[src/design/soct_pkg.sv]
// Shared types, widths and codes for the segment/obstacle collision test.
// No dependencies; every other source file but soct_rsp_if imports this package.
`default_nettype none
package soct_pkg;

	// Coordinate width of all positions in millimetres.
	localparam int CW = 13;
	// Width of doubled rectangle coordinates, grown edges included.
	localparam int DW = ((CW + 1 > 13) ? CW + 1 : 13) + 1;
	// Width of one circle product of two coordinate differences.
	localparam int PW = 2 * CW + 2;

	localparam int ADDR_W = 3;
	localparam logic REG_VEHICLE_WIDTH = 1'b0;
	localparam logic [9:0] VEHICLE_WIDTH_RESET = 10'd300;

	localparam logic [1:0] KIND_CIRCLE = 2'd0;
	localparam logic [1:0] KIND_RECT = 2'd1;
	localparam logic [1:0] KIND_SQUARE = 2'd2;

	typedef enum logic [1:0] {ORI_COLL, ORI_POS, ORI_NEG} orient_t;

	typedef struct packed {
		logic s2;
		logic s3;
		logic s4;
		logic s5;
		logic s6;
	} stage_en_t;

	// Orientation from a sign decision: zero when the edge is degenerate or the
	// point sits on the edge line.
	function automatic orient_t ori_cmp(input logic nz, input logic pos, input logic neg);
		orient_t o;
		o = ORI_COLL;
		if (nz && pos)
			o = ORI_POS;
		else if (nz && neg)
			o = ORI_NEG;
		return o;
	endfunction

endpackage
`default_nettype wire

[src/design/soct_rect.sv]
// Rectangle and square test on doubled coordinates: endpoint inside, or an
// edge crossed by the orientation test. Pipeline stages s2 to s6; uses soct_pkg.
`default_nettype none
module soct_rect import soct_pkg::*; (
	input  wire logic clk,
	input  wire stage_en_t en,
	input  wire logic signed [CW-1:0] sx,
	input  wire logic signed [CW-1:0] sy,
	input  wire logic signed [CW-1:0] ex,
	input  wire logic signed [CW-1:0] ey,
	input  wire logic signed [CW-1:0] cx,
	input  wire logic signed [CW-1:0] cy,
	input  wire logic [9:0] a,
	input  wire logic [9:0] b,
	input  wire logic square,
	input  wire logic [9:0] rw,
	output logic blk
);
	localparam int XW = DW - CW - 1;
	localparam int QW = 2 * DW + 2;

	logic [11:0] hw2, hh2;
	logic [9:0] hb;
	logic signed [DW-1:0] ax_s2, ay_s2, bx_s2, by_s2, lf_s2, rt_s2, bt_s2, tp_s2;
	logic hwnz_s2, hhnz_s2;

	logic signed [DW-1:0] kx [4];
	logic signed [DW-1:0] ky [4];
	orient_t oa [4];
	orient_t ob [4];
	logic signed [DW:0] ux_s3, uy_s3;
	logic signed [DW:0] kxd_s3 [4];
	logic signed [DW:0] kyd_s3 [4];
	logic inside_s3, inside_s4, inside_s5, inside_s6;
	logic [3:0] cdne_s3, cdne_s4, cdne_s5;

	logic signed [QW-1:0] p1_s4 [4];
	logic signed [QW-1:0] p2_s4 [4];
	logic signed [QW:0] val [4];
	orient_t oc_s5 [4];
	logic [3:0] hit;

	assign hb = square ? a : b;
	assign hw2 = {1'b0, a, 1'b0} + {2'b00, rw};
	assign hh2 = {1'b0, hb, 1'b0} + {2'b00, rw};

	always_ff @(posedge clk) begin
		if (en.s2) begin
			ax_s2 <= $signed({{XW{sx[CW-1]}}, sx, 1'b0});
			ay_s2 <= $signed({{XW{sy[CW-1]}}, sy, 1'b0});
			bx_s2 <= $signed({{XW{ex[CW-1]}}, ex, 1'b0});
			by_s2 <= $signed({{XW{ey[CW-1]}}, ey, 1'b0});
			lf_s2 <= $signed({{XW{cx[CW-1]}}, cx, 1'b0}) - $signed({{(DW-12){1'b0}}, hw2});
			rt_s2 <= $signed({{XW{cx[CW-1]}}, cx, 1'b0}) + $signed({{(DW-12){1'b0}}, hw2});
			bt_s2 <= $signed({{XW{cy[CW-1]}}, cy, 1'b0}) - $signed({{(DW-12){1'b0}}, hh2});
			tp_s2 <= $signed({{XW{cy[CW-1]}}, cy, 1'b0}) + $signed({{(DW-12){1'b0}}, hh2});
			hwnz_s2 <= hw2 != 12'd0;
			hhnz_s2 <= hh2 != 12'd0;
		end
	end

	// Corners in order: left bottom, right bottom, right top, left top. Edge e
	// runs from corner e to corner e+1, so the outline goes counterclockwise.
	always_comb begin
		kx[0] = lf_s2;
		ky[0] = bt_s2;
		kx[1] = rt_s2;
		ky[1] = bt_s2;
		kx[2] = rt_s2;
		ky[2] = tp_s2;
		kx[3] = lf_s2;
		ky[3] = tp_s2;
		// Edges are axis aligned, so the orientation of an endpoint against an
		// edge reduces to which side of the edge line it lies on.
		oa[0] = ori_cmp(hwnz_s2, ay_s2 < bt_s2, ay_s2 > bt_s2);
		ob[0] = ori_cmp(hwnz_s2, by_s2 < bt_s2, by_s2 > bt_s2);
		oa[1] = ori_cmp(hhnz_s2, ax_s2 > rt_s2, ax_s2 < rt_s2);
		ob[1] = ori_cmp(hhnz_s2, bx_s2 > rt_s2, bx_s2 < rt_s2);
		oa[2] = ori_cmp(hwnz_s2, ay_s2 > tp_s2, ay_s2 < tp_s2);
		ob[2] = ori_cmp(hwnz_s2, by_s2 > tp_s2, by_s2 < tp_s2);
		oa[3] = ori_cmp(hhnz_s2, ax_s2 < lf_s2, ax_s2 > lf_s2);
		ob[3] = ori_cmp(hhnz_s2, bx_s2 < lf_s2, bx_s2 > lf_s2);
	end

	always_ff @(posedge clk) begin
		if (en.s3) begin
			ux_s3 <= $signed({bx_s2[DW-1], bx_s2}) - $signed({ax_s2[DW-1], ax_s2});
			uy_s3 <= $signed({by_s2[DW-1], by_s2}) - $signed({ay_s2[DW-1], ay_s2});
			for (int k = 0; k < 4; k++) begin
				kxd_s3[k] <= $signed({kx[k][DW-1], kx[k]}) - $signed({bx_s2[DW-1], bx_s2});
				kyd_s3[k] <= $signed({ky[k][DW-1], ky[k]}) - $signed({by_s2[DW-1], by_s2});
				cdne_s3[k] <= oa[k] != ob[k];
			end
			inside_s3 <= (ax_s2 >= lf_s2 && ax_s2 <= rt_s2 && ay_s2 >= bt_s2 && ay_s2 <= tp_s2)
				|| (bx_s2 >= lf_s2 && bx_s2 <= rt_s2 && by_s2 >= bt_s2 && by_s2 <= tp_s2);
		end
		if (en.s4) begin
			for (int k = 0; k < 4; k++) begin
				p1_s4[k] <= uy_s3 * kxd_s3[k];
				p2_s4[k] <= ux_s3 * kyd_s3[k];
			end
			inside_s4 <= inside_s3;
			cdne_s4 <= cdne_s3;
		end
	end

	always_comb begin
		for (int k = 0; k < 4; k++)
			val[k] = $signed({p1_s4[k][QW-1], p1_s4[k]}) - $signed({p2_s4[k][QW-1], p2_s4[k]});
	end

	always_ff @(posedge clk) begin
		if (en.s5) begin
			for (int k = 0; k < 4; k++) begin
				if (val[k] == 0)
					oc_s5[k] <= ORI_COLL;
				else if (val[k][QW])
					oc_s5[k] <= ORI_NEG;
				else
					oc_s5[k] <= ORI_POS;
			end
			inside_s5 <= inside_s4;
			cdne_s5 <= cdne_s4;
		end
	end

	always_comb begin
		for (int k = 0; k < 4; k++)
			hit[k] = (oc_s5[k] != oc_s5[(k + 1) % 4]) && cdne_s5[k];
	end

	always_ff @(posedge clk) begin
		if (en.s6) begin
			inside_s6 <= inside_s5 || (hit != 4'd0);
		end
	end

	assign blk = inside_s6;
endmodule
`default_nettype wire

[config.mk]
export PLATFORM = sky130hd
export DESIGN_NAME = soct_rect
export DESIGN_NICKNAME = d
export VERILOG_FILES = /design/src/design/soct_pkg.sv /design/src/design/soct_rect.sv
export SDC_FILE = /design/constraint.sdc
export NUM_CORES = 2
export LEC_CHECK = 0
export ABC_CLOCK_PERIOD_IN_PS = 7300
export BUFFER_PORTS_ARGS = -buffer_cell sky130_fd_sc_hd__buf_2
export CORE_MARGIN = 5
export CORE_UTILIZATION = 30
export DETAILED_ROUTE_END_ITERATION = 7
export PLACE_DENSITY_LB_ADDON = 0.12
export SETUP_SLACK_MARGIN = 0.05
export SYNTH_ARGS = -nofsm -noshare
export SYNTH_HDL_FRONTEND = slang
export SYNTH_SLANG_ARGS = --single-unit
[constraint.sdc]
create_clock -name clk -period 7.3 [get_ports clk]
set_input_delay 1.46 -clock clk [delete_from_list [all_inputs] [get_ports clk]]
set_output_delay 1.46 -clock clk [all_outputs]
set_load 0.005 [all_outputs]
Word level (Yosys, flattened, before mapping)
Memories as Yosys holds them, arrays and structs flattened.
Cells that the tools add are included.
{ "word_totals": {"regBits": 160, "latch_bits": 0, "ram_bits": 392, "rom_bits": 0, "input_bits": 115, "out_inout_bits": 1, "wordCells": 196, "n_memories": 5} }
{ "memory_table": {"columns": ["name", "words", "word_bits", "read_ports", "rd_ports_with_merged_regs", "write_ports", "line_no", "rtl"], "rows": [
  ["p1_s4", 4, 32, 4, 0, 4, "soct_rect.sv:37", "logic signed [QW-1:0] p1_s4 [4];"],
  ["p2_s4", 4, 32, 4, 0, 4, "soct_rect.sv:38", "logic signed [QW-1:0] p2_s4 [4];"],
  ["kxd_s3", 4, 16, 4, 0, 4, "soct_rect.sv:32", "logic signed [DW:0] kxd_s3 [4];"],
  ["kyd_s3", 4, 16, 4, 0, 4, "soct_rect.sv:33", "logic signed [DW:0] kyd_s3 [4];"],
  ["oc_s5", 4, 2, 4, 0, 4, "soct_rect.sv:40", "orient_t oc_s5 [4];"]
]} }
{ "classes": {"n_addsub": 16, "mul": 8, "div_mod_pow": 0, "order_cmp": 24, "n_eq_ne": 8, "shift": 0, "mux": 73, "bitwise_logic": 8, "reduce_logical": 35} }
{ "op_table": {"columns": ["cell", "count"], "rows": [
  ["15-bit by 16-bit multiplier with 31-bit output", 8],
  ["33-bit zero test", 4],
  ["32-bit by 32-bit subtractor with 33-bit output", 4],
  ["14-bit by 15-bit > comparator with 1-bit output", 8],
  ["14-bit by 15-bit less-than comparator with 1-bit output", 8],
  ["15-bit by 14-bit subtractor with 16-bit output", 4],
  ["14-bit by 15-bit greater-or-equal comparator with 1-bit output", 4],
  ["14-bit by 15-bit <= comparator with 1-bit output", 4],
  ["1-bit two-way mux", 48],
  ["2-bit two-way mux", 24],
  ["14-bit by 13-bit adder with 15-bit output", 2],
  ["14-bit by 13-bit subtractor with 15-bit output", 2],
  ["14-bit by 14-bit subtractor with 15-bit output", 2],
  ["1-bit logical AND", 26],
  ["11-bit by 10-bit adder with 12-bit output", 2],
  ["12-bit nonzero test", 2],
  ["2-bit != test", 8],
  ["10-bit two-way mux", 1],
  ["1-bit bitwise OR", 8],
  ["4-bit nonzero test", 1],
  ["1-bit logical OR", 2]
]} }

Depth between registers and ports, before layout
An unclocked memory read counts as a cell.
{ "logic_depth": {"depth_word": 8, "mapped_depth": 26, "mapped_depth_nobuf": 25} }

Least setup slack after synthesis
Ideal clock, no wire load.
{ "synth_timing": {"kind": "register to register", "start": "register uy_s3[3]", "end": "memory p1_s4[3][30] (netlist name), data pin", "setup_ns": 0.260, "arrival_time_ns": 6.574, "t_required_ns": 7.040, "path_slack_ns": 0.466, "stages_incl_launch_ff": 25, "path_buffers": 1, "synth_period_minus_slack_ns": 6.834, "path_cell_list": "edfxtp_1 clkbuf_1 and2_1 fa_1 inv_1 fa_1 fa_1 inv_1 fa_1 fa_1 inv_1 fa_1 inv_1 ha_1 or2_1 a2111oi_2 o31ai_1 o31a_1 a41o_1 o41ai_2 o21ai_1 o41a_1 a221o_1 a21oi_1 xnor2_1"} }
{ "synth_rtl": {"columns": ["element", "line_no", "rtl"], "rows": [
  ["start, declared", "soct_rect.sv:31", "logic signed [DW:0] ux_s3, uy_s3;"],
  ["start signal, assigned", "soct_rect.sv:88", "uy_s3 <= $signed({by_s2[DW-1], by_s2}) - $signed({ay_s2[DW-1], ay_s2});"],
  ["end, declared", "soct_rect.sv:37", null]
]} }

==> results.cfg <==
[status]
status = finished, final reports clean

[finish]
syn2layout_area_growth_pct = 10.2
final_cells = 9246
drive_gt1_frac = 0.0593
nNetsFinal = 8253
fill_cells = 20900

[sta]
min_period_ps = 7080
hold_slack_ps = 421
relSlewSlack = 0.252
fin_skew_ps = 49.2
max_freq_mhz = 141
setup_viol = 0
rsz0062_at_grt = yes
hold_violations = 0
tightest_slew_ps = 1110
layout_worst_path_cycle_share = 0.969
finalSetupTns_ps = 0
drv_slew = 0
setup_ws_ps = 224

[routing]
vias = 43300
totalWireLength_um = 182000
ant_nets = 0
routed_via_density = 4.68
drt_iter0_drc = 2303
post_drt_wl_per_cell_um = 19.7
drc = 0
first_pass_iters = 5

[place]
numPortBuffers = 115
place_worst_setup_slack_ps = 142
dp.cells = 9145
place_congestion = 0.866
hpwl_um = 158000

[run]
drv_cap = 0

[yosys]
synthTopCellsByArea = fa_1 30%, edfxtp_1 17%, ha_1 15%, inv_1 8.8%, and2_1 4.9%
netlist.top_cell.by_area = fa_1
ys_async_sr_fraction = 0
ys_ff_latch = 342
yosysTopAreaCellShare = 0.296
syn-num-nets = 8131
avgSynthCellArea_um2 = 9.35
ys_types = 87
yosysMostFrequentCell = inv_1
synthesis.area_mm2 = 0.0600
syn_inst = 6422
synth-edff-count = 342
synth_commonest_cells = 1413 x inv_1, 888 x fa_1, 706 x ha_1, 524 x nand2_1, 468 x and2_1
synth_warnings = 0
seq_area_frac_synth = 0.171
synthFlopType = edfxtp_1

[setup_path]
path_class = flip-flop to flip-flop
crit_required_ps = 7690
critPathMaxFanout = 13
worst_setup_path_end_kind = flip-flop
arrival_ps = 7470
startpoint_type = flip-flop

[global_route]
overflow = 0
grt_util_all_layers = 0.176
met1_usage = 0.241
use_met2 = 0.297
grt.busiest_layer = met2
grt_pass1_vias = 45700
grt_pass1_wl_um = 282000
antenna_found_initial = 8
gr-usage-met3 = 0.0186
grt_max_degree = 61

[clock_network]
htreeDepth = 2
hold_buffers = 0
clk_latency_ps = 670
numClockSinks = 342
clock_tree.root_cell = clkbuf_16
cts.path.max_buffers = 3
cts_buffers = 46
clk_pin_slew_ps = 60
cts_tree = done

[floorplanning]
ios = 116
core_mm2 = 0.199
die_h_um = 457
die_w_um = 457
initial_core_util = 0.301
die-area_mm2 = 0.209
rows = 164

[worst_hold_path]
min_path_type = flip-flop to flip-flop
==> final timing paths <==
kind	startpoint	to	slack, ps	cells past startpoint
worst max-delay path	ux_s3[8]	p2_s4[3][30]	220	23
worst min-delay path	inside_s3	inside_s4	420	0
worst max register to register	ux_s3[8]	p2_s4[3][30]	220	23
worst min register to register	inside_s3	inside_s4	420	0
==> registers in the layout (all words and copies together) (netlist names), 4 cells and up <==
name and flops:
kyd_s3 31, cdne_s3 4, uy_s3 14, cdne_s5 4
ax_s2 13, lf_s2 15, p2_s4 59, bt_s2 14
rt_s2 14, p1_s4 59, tp_s2 14, kxd_s3 30
ux_s3 14, cdne_s4 4, oc_s5 8, bx_s2 13
by_s2 13, ay_s2 13
==> kinds of logic after synthesis <==
kind of cell | synth area share
and+or+nand+nor | 0.142
buffers and inverters | 0.0999
adders and majority gates | 0.443
AOI/OAI and AO/OA | 0.0966
DFF | 0.171
xor gates and xnor gates | 0.0420
muxes | 0.00559
==> timing repair <==
action	CTS	global route
buffers inserted	0	7
endpoints found under the hold margin	0	0
setup endpoints to repair	0	13
gates resized for setup	0	14
==> cell usage in the layout, fill, tap and decap left out, drive strengths merged, types with 12 or more instances in the layout <==
cell type     n
inv        1417
fa          888
ha          706
nand2       524
and2        468
edfxtp      342
nor2        286
buf         257
a21oi       239
xnor2       208
o21ai       175
a21o         81
xor2         80
nand2b       68
nand3        64
nor2b        60
nor3         59
o21a         52
clkbuf       51
o21bai       50
nand4        47
a21boi       41
o211ai       31
nor4         28
and3         25
a211oi       22
mux2i        20
a31oi        18
o31ai        17
clkinv       15
or2          14
or3          13
a2111oi      13
mux2         12
o22ai        12
o2111ai      12
==> metrics by stage <==
step / area (µm²) / utilization
4_1_cts: 66000 / 0.331
2_1_floorplan: 60000 / -
6_report: 66100 / 0.332
5_1_grt: 66100 / 0.332
3_5_place_dp: 64400 / 0.323
3_3_place_gp: 64400 / 0.323
==> cell type report <==
type                    count  area (µm²)  area share
multi-input cells        4484       43800       0.663
inverters                1413        5300      0.0802
flip-flops and latches    342       10300       0.155
well taps                2656        3320      0.0502
repair buffers            257        1840      0.0278
diodes                     10        25.0    0.000378
clock inverters            33         375     0.00567
clock buffers              51        1170      0.0177
==> layer usage <==
layer | vias up | share of wire
met4 | 2 | 0.027
met5 | - | 0.000060
met2 | 762 | 0.47
met1 | 21600 | 0.46
met3 | 146 | 0.036
li1 | 20800 | -
==> critical path, cell delays in order, from the launching register on <==
cell	delay (ps)
edfxtp_1	870
buf_4	270
nand2_1	70
fa_1	490
inv_1	60
fa_1	500
inv_1	50
fa_1	530
inv_1	50
fa_1	460
fa_1	490
inv_1	50
fa_1	470
inv_1	40
ha_1	350
o21a_1	230
o21a_1	160
o211ai_1	170
a31oi_1	300
a221o_1	420
o41a_1	360
a21oi_1	170
o21bai_1	90
xnor2_1	130
Power is not shown: default switching activity piles up to over one toggle a cycle in this logic, so the estimate is an artifact.
